--- src/hw/rtl/http_response_body_extractor_top_assert.svh ---
// ----------------------------------------------------------------------------
// http_response_body_extractor_top_assert
// assertion macros for the http response body extractor
// ----------------------------------------------------------------------------
`ifndef HTTP_RESPONSE_BODY_EXTRACTOR_TOP_ASSERT_SVH
`define HTTP_RESPONSE_BODY_EXTRACTOR_TOP_ASSERT_SVH

`ifndef SYNTHESIS

// checked only outside reset
`define HRBE_ASSERT(lbl, prop, msg) \
  lbl: assert property (@(posedge clk) disable iff (rst) prop) else $error(msg);

// checked during reset too
`define HRBE_ASSERT_ALWAYS(lbl, prop, msg) \
  lbl: assert property (@(posedge clk) prop) else $error(msg);

`else

`define HRBE_ASSERT(lbl, prop, msg)
`define HRBE_ASSERT_ALWAYS(lbl, prop, msg)

`endif

`endif

--- src/hw/rtl/hrbe_pkg.sv ---
// ----------------------------------------------------------------------------
// hrbe_pkg
// types, character codes and match tables of the http response body extractor
// ----------------------------------------------------------------------------
`timescale 1ns / 1ps

package hrbe_pkg;

  localparam int HRBE_LENGTH_BITS = 32;

  localparam logic [7:0] CH_CR    = 8'h0D;
  localparam logic [7:0] CH_LF    = 8'h0A;
  localparam logic [7:0] CH_SP    = 8'h20;
  localparam logic [7:0] CH_TAB   = 8'h09;
  localparam logic [7:0] CH_COLON = 8'h3A;
  localparam logic [7:0] CH_C     = 8'h63;

  localparam logic [2:0] PREFIX_LEN  = 3'd5;
  localparam logic [2:0] CHUNKED_LEN = 3'd7;
  localparam logic [4:0] CL_LEN      = 5'd14;
  localparam logic [4:0] TE_LEN      = 5'd17;
  localparam logic [4:0] KEY_LEN_MAX = 5'd31;

  localparam logic [9:0] STATUS_MAX = 10'd999;

  localparam logic [1:0] KF_NONE = 2'd0;
  localparam logic [1:0] KF_CL   = 2'd1;
  localparam logic [1:0] KF_TE   = 2'd2;
  localparam logic [1:0] KF_BOTH = 2'd3;

  // result kinds
  localparam logic KIND_BODY    = 1'b0;
  localparam logic KIND_SUMMARY = 1'b1;

  typedef enum logic [3:0] {
    PH_PREFIX = 4'd0,
    PH_SEEK   = 4'd1,
    PH_DIGITS = 4'd2,
    PH_REST   = 4'd3,
    PH_KEY    = 4'd4,
    PH_VALUE  = 4'd5,
    PH_BLEN   = 4'd6,
    PH_STREAM = 4'd7,
    PH_CSIZE  = 4'd8,
    PH_CEXT   = 4'd9,
    PH_CDATA  = 4'd10,
    PH_CTRAIL = 4'd11,
    PH_DONE   = 4'd12,
    PH_ERROR  = 4'd13
  } phase_t;

  typedef struct packed {
    logic        kind;
    logic [7:0]  body_byte;
    logic [9:0]  resp_status;
    logic        outcome;
    logic        was_chunked;
    logic [31:0] body_count;
    logic        is_last;
  } res_t;

  function automatic logic [7:0] prefix_char(input logic [2:0] i);
    logic [7:0] c;
    case (i)
      3'd0: c = "H";
      3'd1: c = "T";
      3'd2: c = "T";
      3'd3: c = "P";
      3'd4: c = "/";
      default: c = 8'h00;
    endcase
    return c;
  endfunction

  function automatic logic [7:0] cl_char(input logic [4:0] i);
    logic [7:0] c;
    case (i)
      5'd0:  c = "c";
      5'd1:  c = "o";
      5'd2:  c = "n";
      5'd3:  c = "t";
      5'd4:  c = "e";
      5'd5:  c = "n";
      5'd6:  c = "t";
      5'd7:  c = "-";
      5'd8:  c = "l";
      5'd9:  c = "e";
      5'd10: c = "n";
      5'd11: c = "g";
      5'd12: c = "t";
      5'd13: c = "h";
      default: c = 8'h00;
    endcase
    return c;
  endfunction

  function automatic logic [7:0] te_char(input logic [4:0] i);
    logic [7:0] c;
    case (i)
      5'd0:  c = "t";
      5'd1:  c = "r";
      5'd2:  c = "a";
      5'd3:  c = "n";
      5'd4:  c = "s";
      5'd5:  c = "f";
      5'd6:  c = "e";
      5'd7:  c = "r";
      5'd8:  c = "-";
      5'd9:  c = "e";
      5'd10: c = "n";
      5'd11: c = "c";
      5'd12: c = "o";
      5'd13: c = "d";
      5'd14: c = "i";
      5'd15: c = "n";
      5'd16: c = "g";
      default: c = 8'h00;
    endcase
    return c;
  endfunction

  function automatic logic [7:0] chk_char(input logic [2:0] i);
    logic [7:0] c;
    case (i)
      3'd0: c = "c";
      3'd1: c = "h";
      3'd2: c = "u";
      3'd3: c = "n";
      3'd4: c = "k";
      3'd5: c = "e";
      3'd6: c = "d";
      default: c = 8'h00;
    endcase
    return c;
  endfunction

endpackage

--- src/hw/rtl/http_response_body_extractor_top.sv ---
// ----------------------------------------------------------------------------
// http_response_body_extractor_top
// streaming http/1.1 response parser: status line, content-length and
// chunked transfer decoding, one body byte per result plus an end summary
// ----------------------------------------------------------------------------
// path: an accepted byte waits in the input register until all its results
//   fit, then is parsed into the result queue, whose head drives the output
// throughput: one byte per cycle while its results fit in the queue; a final
//   byte with a body result needs two output beats, the queue absorbs the
//   extra one, and while the queue stays full a further two-beat byte stalls
// rate is set by the two-entry result queue behind the single parse stage
// reset: synchronous active-high rst clears the handshake and parser state
`timescale 1ns / 1ps

`include "http_response_body_extractor_top_assert.svh"

module http_response_body_extractor_top
  import hrbe_pkg::*;
#(
  parameter int LENGTH_BITS = HRBE_LENGTH_BITS
) (
  input  logic        clk,
  input  logic        rst,
  // input channel
  input  logic        in_valid,
  output logic        in_stall,
  input  logic [7:0]  data_byte,
  input  logic        end_of_response,
  // result channel
  output logic        out_valid,
  input  logic        out_stall,
  output logic        kind,
  output logic [7:0]  body_byte,
  output logic [9:0]  resp_status,
  output logic        outcome,
  output logic        was_chunked,
  output logic [31:0] body_count,
  output logic        is_last
);

  localparam int L = LENGTH_BITS;

  // --------------------------------------------------------------------------
  // input register: one beat waits here while it is parsed
  // --------------------------------------------------------------------------
  logic       in_full;
  logic [7:0] in_byte;
  logic       in_eor;
  logic       in_accept;
  logic       fire;

  assign in_stall  = in_full && !fire;
  assign in_accept = in_valid && !in_stall;

  always_ff @(posedge clk) begin
    if (rst) begin
      in_full <= 1'b0;
    end else if (in_accept) begin
      in_full <= 1'b1;
    end else if (fire) begin
      in_full <= 1'b0;
    end
  end

  always_ff @(posedge clk) begin
    if (in_accept) begin
      in_byte <= data_byte;
      in_eor  <= end_of_response;
    end
  end

  // --------------------------------------------------------------------------
  // parser state
  // --------------------------------------------------------------------------
  phase_t        phase, phase_next;
  logic [2:0]    match_pos, match_pos_next;
  logic [9:0]    status_value, status_value_next;
  logic [1:0]    key_flags, key_flags_next;
  logic [4:0]    key_length, key_length_next;
  logic [L-1:0]  length_value, length_value_next;
  logic          have_length, have_length_next;
  logic          chunked_flag, chunked_flag_next;
  logic [L-1:0]  chunk_left, chunk_left_next;
  logic          pending_cr, pending_cr_next;
  logic [31:0]   emitted_count, emitted_count_next;
  logic          emit;

  // --------------------------------------------------------------------------
  // per-byte decode, shared by several phases
  // --------------------------------------------------------------------------
  logic          is_digit;
  logic [3:0]    dig;
  logic          hex_ok;
  logic [3:0]    hex_v;
  logic [7:0]    lc;
  logic [13:0]   st_prod;
  logic [9:0]    status_acc;
  logic [L+3:0]  len_prod;
  logic [L-1:0]  len_acc;
  logic [L-1:0]  csz_base;
  logic [L-1:0]  csz_acc;
  logic          csz_first;
  logic          lf_after_cr;

  assign is_digit    = (in_byte >= "0") && (in_byte <= "9");
  assign dig         = in_byte[3:0];
  assign lf_after_cr = pending_cr && (in_byte == CH_LF);

  always_comb begin
    hex_ok = 1'b1;
    hex_v  = 4'd0;
    if (is_digit) begin
      hex_v = in_byte[3:0];
    end else if ((in_byte >= "a" && in_byte <= "f") || (in_byte >= "A" && in_byte <= "F")) begin
      // low three bits of a-f and A-F run 1..6
      hex_v = 4'd9 + {1'b0, in_byte[2:0]};
    end else begin
      hex_ok = 1'b0;
    end
  end

  assign lc = (in_byte >= "A" && in_byte <= "Z") ? (in_byte + 8'd32) : in_byte;

  // status digits: value*10 + d, clamped
  assign st_prod    = ({4'd0, status_value} << 3) + ({4'd0, status_value} << 1)
                    + {10'd0, dig};
  assign status_acc = (st_prod > {4'd0, STATUS_MAX}) ? STATUS_MAX : st_prod[9:0];

  // content-length digits: value*10 + d, saturating at the field width
  assign len_prod = ({4'd0, length_value} << 3) + ({4'd0, length_value} << 1)
                  + {{L{1'b0}}, dig};
  assign len_acc  = (len_prod[L+3:L] != 4'd0) ? {L{1'b1}} : len_prod[L-1:0];

  // chunk size digits: a chunk trailer byte that is not cr starts a fresh size
  assign csz_first = (phase == PH_CTRAIL);
  assign csz_base  = csz_first ? '0 : chunk_left;
  assign csz_acc   = (csz_base[L-1:L-4] != 4'd0) ? {L{1'b1}} : {csz_base[L-5:0], hex_v};

  // --------------------------------------------------------------------------
  // next-state logic for one byte
  // --------------------------------------------------------------------------
  always_comb begin
    phase_next         = phase;
    match_pos_next     = match_pos;
    status_value_next  = status_value;
    key_flags_next     = key_flags;
    key_length_next    = key_length;
    length_value_next  = length_value;
    have_length_next   = have_length;
    chunked_flag_next  = chunked_flag;
    chunk_left_next    = chunk_left;
    pending_cr_next    = pending_cr;
    emit               = 1'b0;

    case (phase)
      PH_PREFIX: begin
        if (in_byte == prefix_char(match_pos)) begin
          match_pos_next = match_pos + 3'd1;
          if (match_pos + 3'd1 == PREFIX_LEN) begin
            phase_next     = PH_SEEK;
            match_pos_next = 3'd0;
          end
        end else begin
          phase_next = PH_ERROR;
        end
      end

      PH_SEEK, PH_DIGITS, PH_REST: begin
        if (lf_after_cr) begin
          pending_cr_next = 1'b0;
          if (status_value == 10'd0) begin
            phase_next = PH_ERROR;
          end else begin
            phase_next      = PH_KEY;
            key_length_next = 5'd0;
            key_flags_next  = KF_BOTH;
            match_pos_next  = 3'd0;
          end
        end else begin
          if (phase == PH_SEEK) begin
            if (in_byte == CH_SP) begin
              phase_next     = PH_DIGITS;
              match_pos_next = 3'd0;
            end
          end else if (phase == PH_DIGITS) begin
            if (is_digit) begin
              status_value_next = status_acc;
              match_pos_next    = 3'd1;
            end else if (!(match_pos == 3'd0 && (in_byte == CH_SP || in_byte == CH_TAB))) begin
              phase_next = PH_REST;
            end
          end
          pending_cr_next = (in_byte == CH_CR);
        end
      end

      PH_KEY: begin
        if (lf_after_cr) begin
          pending_cr_next = 1'b0;
          if (key_length == 5'd1) begin
            // blank line: pick the body mode
            match_pos_next = 3'd0;
            if (chunked_flag) begin
              phase_next      = PH_CSIZE;
              chunk_left_next = '0;
            end else if (have_length) begin
              phase_next = (length_value != '0) ? PH_BLEN : PH_DONE;
            end else begin
              phase_next = PH_STREAM;
            end
          end else begin
            key_length_next = 5'd0;
            key_flags_next  = KF_BOTH;
            match_pos_next  = 3'd0;
          end
        end else begin
          if (in_byte == CH_COLON) begin
            if (key_flags[0] && key_length == CL_LEN) begin
              key_flags_next    = KF_CL;
              have_length_next  = 1'b1;
              length_value_next = '0;
            end else if (key_flags[1] && key_length == TE_LEN) begin
              key_flags_next = KF_TE;
            end else begin
              key_flags_next = KF_NONE;
            end
            match_pos_next = 3'd0;
            phase_next     = PH_VALUE;
          end else begin
            key_flags_next[0] = key_flags[0] && (key_length < CL_LEN)
                              && (lc == cl_char(key_length));
            key_flags_next[1] = key_flags[1] && (key_length < TE_LEN)
                              && (lc == te_char(key_length));
            if (key_length < KEY_LEN_MAX) begin
              key_length_next = key_length + 5'd1;
            end
          end
          pending_cr_next = (in_byte == CH_CR);
        end
      end

      PH_VALUE: begin
        if (lf_after_cr) begin
          pending_cr_next = 1'b0;
          phase_next      = PH_KEY;
          key_length_next = 5'd0;
          key_flags_next  = KF_BOTH;
          match_pos_next  = 3'd0;
        end else begin
          if (key_flags == KF_CL) begin
            if (match_pos == 3'd0 && in_byte == CH_SP) begin
              match_pos_next = match_pos;
            end else if (match_pos < 3'd2 && is_digit) begin
              length_value_next = len_acc;
              match_pos_next    = 3'd1;
            end else begin
              match_pos_next = 3'd2;
            end
          end else if (key_flags == KF_TE && match_pos < CHUNKED_LEN) begin
            if (in_byte == chk_char(match_pos)) begin
              match_pos_next = match_pos + 3'd1;
              if (match_pos + 3'd1 == CHUNKED_LEN) begin
                chunked_flag_next = 1'b1;
              end
            end else begin
              match_pos_next = (in_byte == CH_C) ? 3'd1 : 3'd0;
            end
          end
          pending_cr_next = (in_byte == CH_CR);
        end
      end

      PH_BLEN: begin
        length_value_next = length_value - {{(L-1){1'b0}}, 1'b1};
        if (length_value == {{(L-1){1'b0}}, 1'b1}) begin
          phase_next = PH_DONE;
        end
        emit = 1'b1;
      end

      PH_STREAM: begin
        emit = 1'b1;
      end

      PH_CSIZE, PH_CTRAIL: begin
        if (phase == PH_CTRAIL && pending_cr) begin
          pending_cr_next = 1'b0;
          if (in_byte == CH_LF) begin
            phase_next      = PH_CSIZE;
            chunk_left_next = '0;
            match_pos_next  = 3'd0;
          end else begin
            phase_next = PH_DONE;
          end
        end else if (phase == PH_CTRAIL && in_byte == CH_CR) begin
          pending_cr_next = 1'b1;
        end else begin
          // size digit; a trailer byte restarts the size field first
          if (hex_ok) begin
            chunk_left_next = csz_acc;
            match_pos_next  = 3'd1;
            phase_next      = PH_CSIZE;
          end else if (csz_first || match_pos == 3'd0) begin
            phase_next = PH_DONE;
            if (csz_first) begin
              chunk_left_next = '0;
              match_pos_next  = 3'd0;
            end
          end else begin
            phase_next      = PH_CEXT;
            pending_cr_next = (in_byte == CH_CR);
          end
        end
      end

      PH_CEXT: begin
        if (lf_after_cr) begin
          pending_cr_next = 1'b0;
          phase_next      = (chunk_left != '0) ? PH_CDATA : PH_DONE;
        end else begin
          pending_cr_next = (in_byte == CH_CR);
        end
      end

      PH_CDATA: begin
        chunk_left_next = chunk_left - {{(L-1){1'b0}}, 1'b1};
        if (chunk_left == {{(L-1){1'b0}}, 1'b1}) begin
          phase_next      = PH_CTRAIL;
          pending_cr_next = 1'b0;
        end
        emit = 1'b1;
      end

      default: begin
        phase_next = phase;
      end
    endcase
  end

  assign emitted_count_next = (emit && emitted_count != 32'hFFFF_FFFF)
                            ? emitted_count + 32'd1 : emitted_count;

  // --------------------------------------------------------------------------
  // results of this byte
  // --------------------------------------------------------------------------
  res_t       res_body;
  res_t       res_sum;
  logic       bad;
  logic [1:0] nres;

  assign bad = (phase_next == PH_PREFIX) || (phase_next == PH_SEEK)
            || (phase_next == PH_DIGITS) || (phase_next == PH_REST)
            || (phase_next == PH_ERROR);

  always_comb begin
    res_body.kind        = KIND_BODY;
    res_body.body_byte   = in_byte;
    res_body.resp_status = status_value_next;
    res_body.outcome     = 1'b0;
    res_body.was_chunked = chunked_flag_next;
    res_body.body_count  = emitted_count_next;
    res_body.is_last     = 1'b0;

    res_sum.kind         = KIND_SUMMARY;
    res_sum.body_byte    = 8'd0;
    res_sum.resp_status  = bad ? 10'd0 : status_value_next;
    res_sum.outcome      = bad;
    res_sum.was_chunked  = chunked_flag_next;
    res_sum.body_count   = emitted_count_next;
    res_sum.is_last      = 1'b1;
  end

  assign nres = {1'b0, emit} + {1'b0, in_eor};

  // --------------------------------------------------------------------------
  // result queue: two entries, head at index 0
  // --------------------------------------------------------------------------
  res_t       q [2];
  res_t       q_next [2];
  logic [1:0] q_count, q_count_next;
  logic       pop;
  logic [1:0] room;

  assign out_valid = (q_count != 2'd0);
  assign pop       = out_valid && !out_stall;

  always_comb begin
    case (q_count)
      2'd0:    room = 2'd2;
      2'd1:    room = pop ? 2'd2 : 2'd1;
      2'd2:    room = pop ? 2'd1 : 2'd0;
      default: room = 2'd0;
    endcase
  end

  // a byte is parsed only when all its results fit
  assign fire = in_full && (nres <= room);

  always_comb begin
    q_next[0]    = q[0];
    q_next[1]    = q[1];
    q_count_next = q_count;
    if (pop) begin
      q_next[0]    = q[1];
      q_count_next = q_count - 2'd1;
    end
    if (fire && nres != 2'd0) begin
      q_next[q_count_next[0]] = emit ? res_body : res_sum;
      q_count_next            = q_count_next + 2'd1;
      if (nres == 2'd2) begin
        q_next[q_count_next[0]] = res_sum;
        q_count_next            = q_count_next + 2'd1;
      end
    end
  end

  always_ff @(posedge clk) begin
    if (rst) begin
      q_count <= 2'd0;
    end else begin
      q_count <= q_count_next;
    end
  end

  always_ff @(posedge clk) begin
    q[0] <= q_next[0];
    q[1] <= q_next[1];
  end

  assign kind        = q[0].kind;
  assign body_byte   = q[0].body_byte;
  assign resp_status = q[0].resp_status;
  assign outcome     = q[0].outcome;
  assign was_chunked = q[0].was_chunked;
  assign body_count  = q[0].body_count;
  assign is_last     = q[0].is_last;

  // --------------------------------------------------------------------------
  // parser state register; the final byte of a response restarts the parser
  // --------------------------------------------------------------------------
  always_ff @(posedge clk) begin
    if (rst || (fire && in_eor)) begin
      phase         <= PH_PREFIX;
      match_pos     <= 3'd0;
      status_value  <= 10'd0;
      key_flags     <= KF_NONE;
      key_length    <= 5'd0;
      length_value  <= '0;
      have_length   <= 1'b0;
      chunked_flag  <= 1'b0;
      chunk_left    <= '0;
      pending_cr    <= 1'b0;
      emitted_count <= 32'd0;
    end else if (fire) begin
      phase         <= phase_next;
      match_pos     <= match_pos_next;
      status_value  <= status_value_next;
      key_flags     <= key_flags_next;
      key_length    <= key_length_next;
      length_value  <= length_value_next;
      have_length   <= have_length_next;
      chunked_flag  <= chunked_flag_next;
      chunk_left    <= chunk_left_next;
      pending_cr    <= pending_cr_next;
      emitted_count <= emitted_count_next;
    end
  end

  // --------------------------------------------------------------------------
  // assertions
  // --------------------------------------------------------------------------
  `HRBE_ASSERT_ALWAYS(a_reset_clears, rst |=> (q_count == 2'd0 && !in_full), "reset left beats")
  `HRBE_ASSERT(a_queue_bound, q_count != 2'd3, "result queue overflow")
  `HRBE_ASSERT(a_end_restarts, (fire && in_eor) |=> (phase == PH_PREFIX), "no restart after end")
  `HRBE_ASSERT(a_held_byte, (in_full && !fire) |=> (in_full && $stable(in_byte)), "beat lost")

endmodule
--- config.mk ---
export PLATFORM = sky130hd
export DESIGN_NAME = http_response_body_extractor_top
export DESIGN_NICKNAME = d
export VERILOG_FILES = /design/src/hw/rtl/hrbe_pkg.sv /design/src/hw/rtl/http_response_body_extractor_top.sv
export VERILOG_INCLUDE_DIRS = /design/src /design/src/hw/rtl
export SDC_FILE = /design/constraint.sdc
export NUM_CORES = 1
export LEC_CHECK = 0
export BUFFER_PORTS_ARGS = -buffer_cell sky130_fd_sc_hd__buf_2
export CAP_MARGIN = 5
export CORE_UTILIZATION = 27
export CTS_BUF_LIST = sky130_fd_sc_hd__clkbuf_2 sky130_fd_sc_hd__clkbuf_4 sky130_fd_sc_hd__clkbuf_8
export DETAILED_ROUTE_END_ITERATION = 10
export GPL_TIMING_DRIVEN = 0
export SYNTH_ARGS = -nofsm -noshare
export SYNTH_HDL_FRONTEND = slang
export SYNTH_SLANG_ARGS = --single-unit
--- constraint.sdc ---
create_clock -name clk -period 14.6 [get_ports clk]
set_input_delay 3.65 -clock clk [delete_from_list [all_inputs] [get_ports clk]]
set_output_delay 3.65 -clock clk [all_outputs]
set_load 0.05 [all_outputs]
==> tab_implementation.tex <==
\begin{tabular}{lr}
\hline
Metric & Value \\
\hline
\multicolumn{2}{l}{\textbf{Global routing}} \\
Vias in the first global route & approximately 15000 \\
Largest net degree at the start of global routing & 31 \\
GRT Resource Usage Total & 15.67\% \\
Global-route wire length before repair & 85840 um \\
Global-route met3 utilization & 2.139\% \\
GR Util met2 & 25.42\% \\
Most heavily used metal layer in global routing & met2 \\
M1 GR Usage & a little over a fifth \\
Initial antenna violation count & 1 \\
Remaining global-route overflow & 0 \\
\multicolumn{2}{l}{\textbf{Routing}} \\
DRC viols & 9 \\
Via/cell ratio & between 5 and 6 \\
Antenna viol nets, final & 0 \\
Via Count & 16640 \\
Length of the first detailed-routing pass in iterations & 11 \\
Total wire length after detailed routing & roughly 55000 um \\
Iteration-0 DRC count of the detailed router & 1388 \\
Routed WL per cell & 17.10 um \\
\multicolumn{2}{l}{\textbf{Pwr}} \\
Net switching power & 1427 uW \\
Gate power share & 47.5\% \\
Leakage & roughly 0.0080 uW \\
Flop pwr share & between 30\% and 40\% \\
Ratio of total power to cell area & 158.7 nW/um2 \\
Maximum resistive drop on vdd & $\sim$0.000080 V \\
Power share of the clock group & 22.2\% \\
Switching Fraction & a little over two fifths \\
Cell internal pwr & 1841 uW \\
Power consumption & around 3300 uW \\
\multicolumn{2}{l}{\textbf{Worst setup path}} \\
Element type at the critical path end & output pin \\
Number of buffer and inverter instances along the worst setup path & 5 \\
Kind of cell adding the most delay to the critical path & buffers and inverters \\
Worst Path Max Fanout & 10 \\
Kind of start point of the critical path & primary input \\
Cell with the biggest individual delay on the critical path & sky130\_fd\_sc\_hd\_\_nor2\_1 \\
Delay of the slowest cell on the worst path & $\sim$0.62 ns \\
Setup CP Type & in -> out \\
Critical path, cell by cell & buf\_2 -> nor2\_1 -> clkbuf\_1 -> clkbuf\_1 -> nand2\_1 -> a21oi\_1 -> ha\_1 -> nand2\_1 -> o211ai\_1 -> inv\_1 -> buf\_2 \\
Arrival time at the worst endpoint & 6.59 ns \\
Required time at the worst-slack endpoint & roughly 11 ns \\
\multicolumn{2}{l}{\textbf{Clock tree}} \\
Maximum level of the CTS H-tree & 2 \\
Root Driver & sky130\_fd\_sc\_hd\_\_clkbuf\_8 \\
Total CTS buffers & 47 \\
Clock Pin Slew Worst Setup and Hold Paths & around 0.05 ns \\
Worst-case clock buffer depth & 3 \\
CTS Hold Buffers Added & 0 \\
Number of buffers inserted by post-CTS setup repair & 0 \\
CTS tree & done \\
Post-cts repair resize count & 0 \\
CTS sink count & 257 \\
Clk Latency, worst-skew pair & 0.63 ns \\
\multicolumn{2}{l}{\textbf{STA}} \\
Relative slew margins & 37.40\% \\
Slew @ Worst Pin & 0.9356 ns \\
Fmax achieved & 97.67 MHz \\
Post-route clock period utilization & 70.12\% \\
Unrepaired setup endpoints after global routing & no \\
Minimum clock period after layout & 10.24 ns \\
Final Hold Viols & 0 \\
Setup-failing EPs final & 0 \\
Setup TNS after final layout & 0 ns \\
Worst clock skew on the final layout & 0.03448 ns \\
Max-slew violation count & 0 \\
\multicolumn{2}{l}{\textbf{Placed design}} \\
DP HPWL & 40680 um \\
Total of buffers placed on input and output ports & 68 \\
Placer congestion estimate & $\sim$0.95 \\
Placement-stage cell area & 19600 um2 \\
\multicolumn{2}{l}{\textbf{Outcome}} \\
Violations in the final reports & design-rule violations \\
Outcome & complete, but fails checks \\
\multicolumn{2}{l}{\textbf{Synth}} \\
Combined area of all synthesized cells & 18150 um2 \\
Syn nets & 2319 \\
Portion of the post-synthesis area used by sequential elements & 31.83\% \\
Mapped Cells & between 2000 and 2500 \\
Count of flip-flops with a built-in enable after synthesis & 63 \\
Post-synthesis cell type count & 107 \\
Number of flip-flops and latches in the synthesized netlist & roughly 260 \\
Average cell area after synthesis & 8.312 um2 \\
Main area contributors after synthesis & sky130\_fd\_sc\_hd\_\_dfxtp\_1 (21\%), sky130\_fd\_sc\_hd\_\_edfxtp\_1 (10\%), sky130\_fd\_sc\_hd\_\_ha\_1 (8.2\%) \\
Share of async-settable or async-resettable flops after synthesis & 0\% \\
Fraction of synthesized cell area taken by the top area cell type & 21.40\% \\
Largest area contributor in the netlist & sky130\_fd\_sc\_hd\_\_dfxtp\_1 \\
Count of synthesis-stage warnings from yosys & 0 \\
Predominant post-synthesis flop cell & sky130\_fd\_sc\_hd\_\_dfxtp\_1 \\
\multicolumn{2}{l}{\textbf{Flow run}} \\
Number of violations of the max-capacitance limit & 0 \\
\multicolumn{2}{l}{\textbf{Floorplan}} \\
Die Outline Area & 68250 um2 \\
Die width & $\sim$260 um \\
Standard-cell rows & between 90 and 100 \\
Die height & 261.2 um \\
I/O pins & between 60 and 70 \\
Core region area & 66100 um2 \\
Initial Utilization & 27.45\% \\
\multicolumn{2}{l}{\textbf{Final layout}} \\
Commonest cells after routing, fill and taps aside & sky130\_fd\_sc\_hd\_\_nor2\_1 (230), sky130\_fd\_sc\_hd\_\_o21ai\_0 (199), sky130\_fd\_sc\_hd\_\_dfxtp\_1 (194) \\
Design Area, Final & just over 20000 um2 \\
Fraction of layout instances using a drive strength above 1 & between 10 and 15\% \\
Area Growth Syn to Fin & 13.51\% \\
Antenna Cells & 0 \\
Final nets & about 2400 \\
Final design utilization & 31.16\% \\
Most common library cell in the layout ignoring fill and taps & sky130\_fd\_sc\_hd\_\_nor2\_1 \\
\multicolumn{2}{l}{\textbf{Hold path}} \\
Path type of the worst min-delay path & reg -> reg \\
\hline
\end{tabular}
-- worst min-delay path: cells and delay by family (launching register included) --
kind	cells	cell delay, ns
flops	1	0.31
compound gates	1	0.06
simple gates	1	0.06
-- power groups by stage --
stage | Combinational [uW] | Sequential (uW) | Clock [uW]
finish | 1550 | 988 | 727
floorplan | 1170 | 984 | 0
detailed placement | 1540 | 1000 | 0
global route | 1680 | 1000 | 778
global placement | 1520 | 1000 | 0
CTS | 1550 | 987 | 744
-- cells in the mapped netlist, types with 5 or more instances --
cell type                   number
sky130_fd_sc_hd__nor2b_1        34
sky130_fd_sc_hd__a211o_1         5
sky130_fd_sc_hd__o31ai_1         7
sky130_fd_sc_hd__mux2_2         15
sky130_fd_sc_hd__a31oi_1        19
sky130_fd_sc_hd__xnor2_1        85
sky130_fd_sc_hd__ha_1          119
sky130_fd_sc_hd__nor3_1         62
sky130_fd_sc_hd__and2_1         10
sky130_fd_sc_hd__dfxtp_1       194
sky130_fd_sc_hd__a21o_1         21
sky130_fd_sc_hd__o21bai_1        8
sky130_fd_sc_hd__o21a_1          7
sky130_fd_sc_hd__o21ai_0       199
sky130_fd_sc_hd__a41o_1          5
sky130_fd_sc_hd__edfxtp_1       63
sky130_fd_sc_hd__a22oi_1        22
sky130_fd_sc_hd__nand2_1       187
sky130_fd_sc_hd__or3_1          21
sky130_fd_sc_hd__clkbuf_1       81
sky130_fd_sc_hd__o22ai_1        21
sky130_fd_sc_hd__nor2_1        231
sky130_fd_sc_hd__and4_1          5
sky130_fd_sc_hd__inv_1          48
sky130_fd_sc_hd__and3_1         22
sky130_fd_sc_hd__a21oi_1       173
sky130_fd_sc_hd__buf_6           6
sky130_fd_sc_hd__o221ai_1        5
sky130_fd_sc_hd__buf_4          51
sky130_fd_sc_hd__buf_2          25
sky130_fd_sc_hd__mux2i_1        44
sky130_fd_sc_hd__o2111ai_1       5
sky130_fd_sc_hd__or4_1           7
sky130_fd_sc_hd__nand2b_1       15
sky130_fd_sc_hd__o21ai_1         6
sky130_fd_sc_hd__buf_1           7
sky130_fd_sc_hd__a22o_1         10
sky130_fd_sc_hd__o31a_1          5
sky130_fd_sc_hd__nand4_1        25
sky130_fd_sc_hd__xor2_1         55
sky130_fd_sc_hd__nor4_1         26
sky130_fd_sc_hd__o211ai_1       14
sky130_fd_sc_hd__nand3_1        39
sky130_fd_sc_hd__a211oi_2       10
sky130_fd_sc_hd__a211oi_1       33
-- cell type report --
cell class	instances	area [um2]
fill	7066	45500
timing repair buffer	71	370.4
sequential	257	5776
clock inverter	17	122.6
tap	864	1081
multi-input combinational	1703	11270
buffer	171	910.9
clock buffer	71	870.8
inverter	52	195.2
-- worst paths after layout --
| path | startpoint | end | slack (ns) | cells after the start |
|---|---|---|---|---|
| max | out_stall | in_stall | 4.36 | 11 |
| min | key_flags[1] | key_flags[1] | 0.48 | 2 |
| max reg2reg | q_count[0] | length_value[25] | 8.52 | 16 |
| min reg2reg | key_flags[1] | key_flags[1] | 0.48 | 2 |
-- metal layers --
layer / wire [um] / share of wire [%]
met4: 1215 / 2.2
met1: 25400 / 46
met5: 13 / 0.024
met3: 3152 / 5.8
met2: 25030 / 46
-- registers in the layout (all words and copies together), names as in the netlist, named ones only --
signal	cells
phase	4
length_value	32
in_eor	1
have_length	1
status_value	10
emitted_count	32
chunked_flag	1
key_length	5
in_full	1
pending_cr	1
q	108
key_flags	2
q_count	2
match_pos	3
chunk_left	32
in_byte	8
-- metrics by stage --
| stage | std cells | setup slack, ns | hold slack, ns |
|---|---|---|---|
| floorplan | 2183 | 5.187 | 0.4514 |
| global placement | 3115 | 2.172 | 0.4654 |
| detailed placement | 3116 | 4.357 | 0.4714 |
| CTS | 3204 | 4.359 | 0.4790 |
| global route | 3206 | 4.110 | 0.5095 |
| finish | 3206 | 4.362 | 0.4798 |
-- cells by family (layout without fill, tap and decap cells) --
group	count (synthesis)	in the layout	synth area share (%)
AOI/OAI and AO/OA	648	648	23.14
xor gates and xnor gates	140	140	6.757
adders and majority gates	123	123	8.647
buffers and inverters	223	382	6.095
DFF	257	257	31.83
muxes	60	60	3.420
and+or+nand+nor	732	732	20.11
No activity file was read; power rests on OpenSTA's default activity.
